===== config.mk =====
export PLATFORM = sky130hd
export DESIGN_NAME = yuv_to_rgb_decimating_converter
export DESIGN_NICKNAME = d
export VERILOG_FILES = /design/src/rtl/yuvrgb_pkg.sv /design/src/rtl/yuvrgb_raster.sv /design/src/rtl/yuvrgb_csc.sv /design/src/rtl/yuv_to_rgb_decimating_converter.sv
export SDC_FILE = /design/constraint.sdc
export NUM_CORES = 1
export LEC_CHECK = 0
export BUFFER_PORTS_ARGS = -buffer_cell sky130_fd_sc_hd__buf_2
export CAP_MARGIN = 40
export CORE_UTILIZATION = 50
export CTS_BUF_LIST = sky130_fd_sc_hd__clkbuf_4 sky130_fd_sc_hd__clkbuf_8
export DETAILED_ROUTE_END_ITERATION = 10
export PLACE_DENSITY = 0.68
export SLEW_MARGIN = 20
export SYNTH_ARGS = -nofsm -noshare
export SYNTH_HDL_FRONTEND = slang
export SYNTH_SLANG_ARGS = --single-unit
export TNS_END_PERCENT = 20

===== constraint.sdc =====
create_clock -name i_clk -period 13.5 [get_ports i_clk]
set_input_delay 2.7 -clock i_clk [delete_from_list [all_inputs] [get_ports i_clk]]
set_output_delay 2.7 -clock i_clk [all_outputs]
set_load 0.02 [all_outputs]

===== src/rtl/yuvrgb_pkg.sv =====
// ----------------------------------------------------------------------------
// yuvrgb_pkg
// Shared types and constants for the decimating YCbCr to BGR converter.
// ----------------------------------------------------------------------------
package yuvrgb_pkg;

    // largest frame dimension in pixels
    localparam int MAX_DIM    = 4096;
    // column and row counter width
    localparam int CNT_W      = $clog2(MAX_DIM);
    // register field widths
    localparam int DIM_W      = 13;
    localparam int SCALE_W    = 4;
    localparam int PIX_W      = 8;
    // one phase counter per encodable scale value
    localparam int NUM_PHASE  = 1 << SCALE_W;
    // compare width that holds both a register value and MAX_DIM plus a scale step
    localparam int WIDE_W     = (DIM_W > CNT_W + 1) ? DIM_W + 1 : CNT_W + 2;

    // apb port
    localparam int APB_ADDR_W = 4;
    localparam int APB_DATA_W = 32;

    // register reset values
    localparam logic [DIM_W-1:0]   FRAME_WIDTH_RST  = DIM_W'(640);
    localparam logic [DIM_W-1:0]   FRAME_HEIGHT_RST = DIM_W'(480);
    localparam logic [SCALE_W-1:0] SCALE_RST        = SCALE_W'(1);

    // register indexes (byte address / 4)
    typedef enum logic [1:0] {
        REG_FRAME_WIDTH  = 2'd0,
        REG_FRAME_HEIGHT = 2'd1,
        REG_SCALE        = 2'd2
    } t_reg_idx;

    // one input pixel
    typedef struct packed {
        logic [PIX_W-1:0] luma;
        logic [PIX_W-1:0] chroma_u;
        logic [PIX_W-1:0] chroma_v;
    } t_ycc;

    // one converted pixel
    typedef struct packed {
        logic [PIX_W-1:0] blue;
        logic [PIX_W-1:0] green;
        logic [PIX_W-1:0] red;
    } t_bgr;

    // raster position decision for the current pixel
    typedef struct packed {
        logic keep;
        logic last;
    } t_raster_info;

endpackage


===== src/rtl/yuvrgb_raster.sv =====
// ----------------------------------------------------------------------------
// yuvrgb_raster
// Column and row tracking, decimation keep decision and end of frame flag.
// ----------------------------------------------------------------------------
module yuvrgb_raster import yuvrgb_pkg::*; (
    input  logic               i_clk,
    input  logic               i_rst_n,
    input  logic               i_advance,
    input  logic [DIM_W-1:0]   i_frame_width,
    input  logic [DIM_W-1:0]   i_frame_height,
    input  logic [SCALE_W-1:0] i_scale,
    output t_raster_info       o_info
);

    // zero means one, oversize clamps to the largest frame
    function automatic logic [WIDE_W-1:0] eff_dim(input logic [DIM_W-1:0] v);
        logic [WIDE_W-1:0] vx;
        vx = WIDE_W'(v);
        if (v == '0) begin
            return WIDE_W'(1);
        end else if (vx > WIDE_W'(MAX_DIM)) begin
            return WIDE_W'(MAX_DIM);
        end
        return vx;
    endfunction

    logic [CNT_W-1:0]   r_col;
    logic [CNT_W-1:0]   r_row;
    logic [CNT_W-1:0]   n_col;
    logic [CNT_W-1:0]   n_row;
    logic [SCALE_W-1:0] r_col_phase [NUM_PHASE];
    logic [SCALE_W-1:0] r_row_phase [NUM_PHASE];
    logic [WIDE_W-1:0]  eff_w;
    logic [WIDE_W-1:0]  eff_h;
    logic [WIDE_W-1:0]  col_ext;
    logic [WIDE_W-1:0]  row_ext;
    logic [WIDE_W-1:0]  step_ext;
    logic               col_wrap;
    logic               row_wrap;
    logic               col_last;
    logic               row_last;

    // effective sizes
    assign eff_w    = eff_dim(i_frame_width);
    assign eff_h    = eff_dim(i_frame_height);
    assign col_ext  = WIDE_W'(r_col);
    assign row_ext  = WIDE_W'(r_row);
    assign step_ext = (i_scale == '0) ? WIDE_W'(1) : WIDE_W'(i_scale);

    // end of row and end of frame
    assign col_wrap = (col_ext + WIDE_W'(1)) >= eff_w;
    assign row_wrap = (row_ext + WIDE_W'(1)) >= eff_h;

    // next counter values
    always_comb begin
        n_col = r_col + CNT_W'(1);
        n_row = r_row;
        if (col_wrap) begin
            n_col = '0;
            n_row = row_wrap ? '0 : r_row + CNT_W'(1);
        end
    end

    // column and row counters
    always_ff @(posedge i_clk) begin
        if (!i_rst_n) begin
            r_col <= '0;
            r_row <= '0;
        end else if (i_advance) begin
            r_col <= n_col;
            r_row <= n_row;
        end
    end

    // one phase counter per scale value: position modulo that scale
    for (genvar k = 0; k < NUM_PHASE; k++) begin : g_phase
        localparam logic [SCALE_W-1:0] PHASE_LAST = (k <= 1) ? '0 : SCALE_W'(k - 1);

        always_ff @(posedge i_clk) begin
            if (!i_rst_n) begin
                r_col_phase[k] <= '0;
                r_row_phase[k] <= '0;
            end else if (i_advance) begin
                if (col_wrap) begin
                    r_col_phase[k] <= '0;
                    if (row_wrap || r_row_phase[k] >= PHASE_LAST) begin
                        r_row_phase[k] <= '0;
                    end else begin
                        r_row_phase[k] <= r_row_phase[k] + SCALE_W'(1);
                    end
                end else if (r_col_phase[k] >= PHASE_LAST) begin
                    r_col_phase[k] <= '0;
                end else begin
                    r_col_phase[k] <= r_col_phase[k] + SCALE_W'(1);
                end
            end
        end
    end

    // a kept position is the last one when the next kept step leaves the frame
    assign col_last = (col_ext < eff_w) && ((col_ext + step_ext) >= eff_w);
    assign row_last = (row_ext < eff_h) && ((row_ext + step_ext) >= eff_h);

    assign o_info.keep = (r_col_phase[i_scale] == '0) && (r_row_phase[i_scale] == '0);
    assign o_info.last = col_last && row_last;

endmodule


===== src/rtl/yuvrgb_csc.sv =====
// ----------------------------------------------------------------------------
// yuvrgb_csc
// BT.601 YCbCr to BGR color conversion with Q10 coefficients and clamping.
// ----------------------------------------------------------------------------
module yuvrgb_csc import yuvrgb_pkg::*; (
    input  t_ycc i_pix,
    output t_bgr o_bgr
);

    localparam int SUM_W = 21;
    localparam int FRAC  = 10;

    // floor to integer and clamp to 0..255
    function automatic logic [PIX_W-1:0] to_byte(input logic signed [SUM_W-1:0] s);
        logic [SUM_W-FRAC-1:0] q;
        q = s[SUM_W-1:FRAC];
        if (s[SUM_W-1]) begin
            return '0;
        end else if (q > (SUM_W-FRAC)'(255)) begin
            return PIX_W'(255);
        end
        return q[PIX_W-1:0];
    endfunction

    logic signed [SUM_W-1:0] c_val;
    logic signed [SUM_W-1:0] d_val;
    logic signed [SUM_W-1:0] e_val;
    logic signed [SUM_W-1:0] yc;
    logic signed [SUM_W-1:0] sum_b;
    logic signed [SUM_W-1:0] sum_g;
    logic signed [SUM_W-1:0] sum_r;

    // offset removal
    assign c_val = signed'(SUM_W'(i_pix.luma))     - SUM_W'(signed'(16));
    assign d_val = signed'(SUM_W'(i_pix.chroma_u)) - SUM_W'(signed'(128));
    assign e_val = signed'(SUM_W'(i_pix.chroma_v)) - SUM_W'(signed'(128));

    // constant multiplies and sums
    assign yc    = c_val * SUM_W'(signed'(1192));
    assign sum_b = yc + d_val * SUM_W'(signed'(2066));
    assign sum_g = yc - e_val * SUM_W'(signed'(833)) - d_val * SUM_W'(signed'(400));
    assign sum_r = yc + e_val * SUM_W'(signed'(1634));

    assign o_bgr.blue  = to_byte(sum_b);
    assign o_bgr.green = to_byte(sum_g);
    assign o_bgr.red   = to_byte(sum_r);

endmodule


===== src/rtl/yuv_to_rgb_decimating_converter.sv =====
// ----------------------------------------------------------------------------
// yuv_to_rgb_decimating_converter
// Decimating BT.601 YCbCr to BGR converter for a raster camera stream.
// ----------------------------------------------------------------------------
// Takes one pixel per clock (luma plus its block's U/V pair) in raster order
// and emits a BGR pixel for every position whose column and row are both
// multiples of scale; end_of_frame marks the last kept pixel of a frame.
// A request is accepted in every cycle the output side does not stall; a kept
// pixel passes through the input register, then the result register around
// the color multiplies and clamp. Width, height and scale are written through
// the APB port at byte addresses 0, 4 and 8; the user must write them only
// while the stream is idle, which the block does not enforce. A width or height
// of 0 counts as 1, above 4096 counts as 4096, and a scale of 0 counts as 1.
module yuv_to_rgb_decimating_converter import yuvrgb_pkg::*; (
    input  logic                  i_clk,
    input  logic                  i_rst_n,
    // input stream
    input  logic                  i_valid,
    output logic                  o_stall,
    input  logic [PIX_W-1:0]      i_luma,
    input  logic [PIX_W-1:0]      i_chroma_u,
    input  logic [PIX_W-1:0]      i_chroma_v,
    // output stream
    output logic                  o_valid,
    input  logic                  i_stall,
    output logic [PIX_W-1:0]      o_blue,
    output logic [PIX_W-1:0]      o_green,
    output logic [PIX_W-1:0]      o_red,
    output logic                  o_end_of_frame,
    // configuration
    input  logic                  psel,
    input  logic                  penable,
    input  logic                  pwrite,
    input  logic [APB_ADDR_W-1:0] paddr,
    input  logic [APB_DATA_W-1:0] pwdata,
    output logic [APB_DATA_W-1:0] prdata,
    output logic                  pready
);

    logic [DIM_W-1:0]   r_frame_width;
    logic [DIM_W-1:0]   r_frame_height;
    logic [SCALE_W-1:0] r_scale;
    t_reg_idx           reg_idx;
    logic               cfg_write;

    logic               r_s1_valid;
    t_ycc               r_s1_pix;
    logic               r_s1_last;
    logic               r_out_valid;
    t_bgr               r_out_bgr;
    logic               r_out_eof;

    logic               out_ready;
    logic               s1_ready;
    logic               in_accept;
    t_raster_info       raster_info;
    t_bgr               csc_bgr;

    // configuration registers
    assign pready    = 1'b1;
    assign reg_idx   = t_reg_idx'(paddr[3:2]);
    assign cfg_write = psel && penable && pwrite && pready;

    always_ff @(posedge i_clk) begin
        if (!i_rst_n) begin
            r_frame_width  <= FRAME_WIDTH_RST;
            r_frame_height <= FRAME_HEIGHT_RST;
            r_scale        <= SCALE_RST;
        end else if (cfg_write) begin
            case (reg_idx)
                REG_FRAME_WIDTH:  r_frame_width  <= pwdata[DIM_W-1:0];
                REG_FRAME_HEIGHT: r_frame_height <= pwdata[DIM_W-1:0];
                REG_SCALE:        r_scale        <= pwdata[SCALE_W-1:0];
                default: ;
            endcase
        end
    end

    // register readback
    always_comb begin
        case (reg_idx)
            REG_FRAME_WIDTH:  prdata = APB_DATA_W'(r_frame_width);
            REG_FRAME_HEIGHT: prdata = APB_DATA_W'(r_frame_height);
            REG_SCALE:        prdata = APB_DATA_W'(r_scale);
            default:          prdata = '0;
        endcase
    end

    // pipeline flow control
    assign out_ready = !r_out_valid || !i_stall;
    assign s1_ready  = !r_s1_valid || out_ready;
    assign o_stall   = !s1_ready;
    assign in_accept = i_valid && s1_ready;

    // raster position tracking
    yuvrgb_raster u_raster (
        .i_clk          (i_clk),
        .i_rst_n        (i_rst_n),
        .i_advance      (in_accept),
        .i_frame_width  (r_frame_width),
        .i_frame_height (r_frame_height),
        .i_scale        (r_scale),
        .o_info         (raster_info)
    );

    // input register; only kept pixels mark it valid
    always_ff @(posedge i_clk) begin
        if (!i_rst_n) begin
            r_s1_valid <= 1'b0;
        end else if (s1_ready) begin
            r_s1_valid <= in_accept && raster_info.keep;
        end
        if (s1_ready) begin
            r_s1_pix.luma     <= i_luma;
            r_s1_pix.chroma_u <= i_chroma_u;
            r_s1_pix.chroma_v <= i_chroma_v;
            r_s1_last         <= raster_info.last;
        end
    end

    // color conversion
    yuvrgb_csc u_csc (
        .i_pix (r_s1_pix),
        .o_bgr (csc_bgr)
    );

    // result register
    always_ff @(posedge i_clk) begin
        if (!i_rst_n) begin
            r_out_valid <= 1'b0;
        end else if (out_ready) begin
            r_out_valid <= r_s1_valid;
        end
        if (out_ready && r_s1_valid) begin
            r_out_bgr <= csc_bgr;
            r_out_eof <= r_s1_last;
        end
    end

    assign o_valid        = r_out_valid;
    assign o_blue         = r_out_bgr.blue;
    assign o_green        = r_out_bgr.green;
    assign o_red          = r_out_bgr.red;
    assign o_end_of_frame = r_out_eof;

`ifndef SYNTHESIS
    // stall only when both stages are full and the output is held
    a_stall_cause: assert property (@(posedge i_clk) disable iff (!i_rst_n)
        o_stall |-> (r_s1_valid && r_out_valid && i_stall))
        else $error("input stalled without a full pipeline");

    // an accepted pixel fills the input stage exactly when it is kept
    a_keep_load: assert property (@(posedge i_clk) disable iff (!i_rst_n)
        in_accept |=> (r_s1_valid == $past(raster_info.keep)))
        else $error("input stage load does not match keep decision");

    // a full input stage moves into the result register when it can
    a_stage_move: assert property (@(posedge i_clk) disable iff (!i_rst_n)
        (r_s1_valid && out_ready) |=> r_out_valid)
        else $error("kept pixel lost between stages");

    // no result right after reset
    a_reset_empty: assert property (@(posedge i_clk)
        !i_rst_n |=> !o_valid)
        else $error("result valid after reset");
`endif

endmodule

==> flow_summary.ini <==
[outcome]
outcome = finished clean

[synth]
yosys-mux-area-fraction_pct = 1.24
synth_enable_flop_cells = 162
syn-cell-area_um2 = 20800
synth_top_family_by_area = adder cells
yosys.cell_types.count = 77
post_synth_fa_ha_maj_area_fraction_pct = 31.5
yosys.area_share.xor_xnor_pct = 5.51
synth_sequential_area_ratio_pct = 29.2
synthSimpleGateAreaFrac_pct = 14.2
synth_compound_gate_area_share_pct = 11.7
synth-warning-count = 0
synthArstFlopShare_pct = 0
ys_dominant_reg_cell = sky130_fd_sc_hd__edfxtp_1
post_synth.cell_area_avg_um2 = 9.57
ys_ff_latch = 222
post_synth_inst_count = 2169

[setup_path]
critical_path_required_ns = 13.86
ff2ff_setup_slack_ns = 5.49
setup.worst_path.class = flip-flop to flip-flop
cp-start-kind = flip-flop
arrival_ns = 8.37
worst_path_largest_cell_delay_ns = 0.55
critPathTopFamily = adder cells
worst_path_most_repeated_cell = sky130_fd_sc_hd__ha_1
worstPathMaxFanout = 8
end_kind = flip-flop
cpMaxStageDelayCell = sky130_fd_sc_hd__fa_1
buffering_stage_count_on_the_worst_path_with_inverters_included = 5

[global_route]
grt_max_degree = 60
global_route_wire_length_before_repair_mm = 74.2
via_count_of_the_first_global_routing_pass = 15400
grt_usage_pct = 21.9
globalRoute.totalOverflow = 0
antenna_found_initial = 0

[clock_tree]
cts.repair.resized = 0
tritoncts.num_buffers = 41
ctsHtreeMaxLevel = 2
clk_root_buffer_cell = sky130_fd_sc_hd__clkbuf_8
holdBufCountCts = 0
cts-root-to-sink-buffers = 3
clock_latency_on_the_worst_skew_pair_ns = 0.64
post-cts-setup-buffers = 0
clock_tree_from_tritoncts = yes
cts_num_sinks = 222
clk_pin_slew_ns = 0.06

[power]
total_leakage_power_nw = 10.6
cellPowerDensity_nw_per_um2 = 248
comb_power_share_pct = 71.7
power_share_of_the_clock_group_pct = 11.8
net-switching-power_mw = 2.61
power.share.sequential_pct = 16.4
power.internal_mw = 2.99
sw_frac_of_total_pct = 46.6
peakVddDrop_mv = 0.597
total_power_mw = 5.60

[cells_and_area]
layout_commonest_cell = sky130_fd_sc_hd__ha_1
n_antenna_cell = 0
most-common-layout-cells = sky130_fd_sc_hd__ha_1, sky130_fd_sc_hd__inv_1, sky130_fd_sc_hd__edfxtp_1
final_cells = 2836
area_delta_synth_final_pct = 8.82
final_nets = 2823
share_of_cells_above_drive_strength_1_pct = 8.85
fillCellCount = 3717

[min_path]
hold_path_class = flip-flop to flip-flop

[route]
routedWlPerCell_um = 15.7
vias_per_instance = 5.48
route.vias.total = 15500
drc_errors = 0
detailedRoute.firstPassIterationCount = 5
postRouteAntennaNets = 0
initialDrtViolationCount = 596
total_routed_length_mm = 44.6

[timing]
timing.setup.tns_ns = 0
timing.fmax_ghz = 0.125
number_of_hold_violations_in_the_final_report = 0
final.period_utilization_pct = 59.3
transition_time_of_the_tightest_slew_check_pin_ns = 0.760
grt_setup_unrepaired = false
headroom_to_the_max_slew_limit_pct = 49.2
setup_violations = 0
worst_clk_skew_ns = 0.0313
finalMaxSlewViolations = 0
crit_path_time_final_ns = 8.01

[floorplanning]
dieArea_um2 = 42300
ioPinCount = 127
rows = 74
die_width_um = 206
dieHeight_um = 206
core_area_um2 = 40900
floorplan.initialDensity_pct = 50.7

[place]
detailed_place_hpwl_mm = 34.8
routabilityCongestion = 0.890
place_inst = 2763
count_of_input_and_output_buffers = 85

[job]
cap_viol_max_count = 0
kinds of logic (layout without fill, tap and decap cells):
logic type / count (synthesis) / count (layout)
compound gates: 372 / 372
xor+xnor: 125 / 125
fa+ha+maj: 482 / 482
buf+inv: 343 / 448
flops: 222 / 222
mux: 25 / 25
other cells: 2 / 32
simple gates: 598 / 598
final cells by class:
class	instances	area [um2]	share of cell area [%]
well taps	532	666	2.95
repair buffers	96	528	2.34
inverters	279	1050	4.64
clock inverters	12	90.1	0.399
clock buffers	61	733	3.25
multi-input cells	1634	13500	59.6
flip-flops and latches	222	6070	26.8
Yosys cell counts, drive strengths merged, types with 28 or more instances:
master / count / area [um2]
o21ai: 66 / 338
a21boi: 28 / 210
nor2b: 30 / 188
edfxtp: 162 / 4860
nor4: 30 / 194
nand3: 47 / 235
o21a: 34 / 255
a21oi: 120 / 604
inv: 279 / 1050
fa: 67 / 1340
xor2: 41 / 359
clkbuf: 38 / 143
ha: 415 / 5190
nand2: 160 / 601
nor2: 139 / 522
nor3: 54 / 270
xnor2: 84 / 785
dfxtp: 60 / 1200
power groups by stage:
| stage | registers [mW] | clock network (mW) | logic [mW] |
|---|---|---|---|
| final | 0.920 | 0.662 | 4.01 |
| after floorplan | 0.965 | 0 | 3.16 |
| after global placement | 0.932 | 0 | 3.92 |
| after CTS | 0.921 | 0.683 | 4.03 |
| after detailed placement | 0.935 | 0 | 3.99 |
| after global routing | 0.927 | 0.709 | 4.58 |
stage by stage:
stage	worst slack (ns)	hold WS (ns)	utilization, %	cell area, um2
after floorplan	6.38	0.400	-	20900
after global placement	5.61	0.405	53.1	21700
after detailed placement	5.50	0.408	53.2	21800
after CTS	5.47	0.417	55.2	22600
after global routing	4.87	0.426	55.2	22600
final	5.49	0.416	55.2	22600
final timing paths:
| kind | cells past startpoint | startpoint | endpoint |
|---|---|---|---|
| worst min register to register | 0 | r_s1_last | o_end_of_frame |
| worst min-delay path | 0 | r_s1_last | o_end_of_frame |
| worst max register to register | 28 | r_s1_pix[20] | o_green[7] |
| worst max-delay path | 28 | r_s1_pix[20] | o_green[7] |
metal layers:
layer | GRT usage, % | vias up | part of all wire, %
met2 | 38.9 | 286 | 49
met4 | 7.98 | 0 | 2.9
met1 | 27.0 | 7419 | 44
li1 | - | 7753 | -
met3 | 2.98 | 76 | 4.0
met5 | 0 | - | 0
registers in the layout, summed over array words and instances (netlist names), named ones only:
signal,cells
o_valid,1
r_frame_height,13
o_blue,8
o_green,8
u_raster.r_col,12
r_s1_valid,1
u_raster.r_row_phase,56
u_raster.r_col_phase,56
u_raster.r_row,12
o_end_of_frame,1
r_s1_last,1
o_red,8
r_scale,4
r_frame_width,13
r_s1_pix,24
Power figures use the tool's default switching activity.
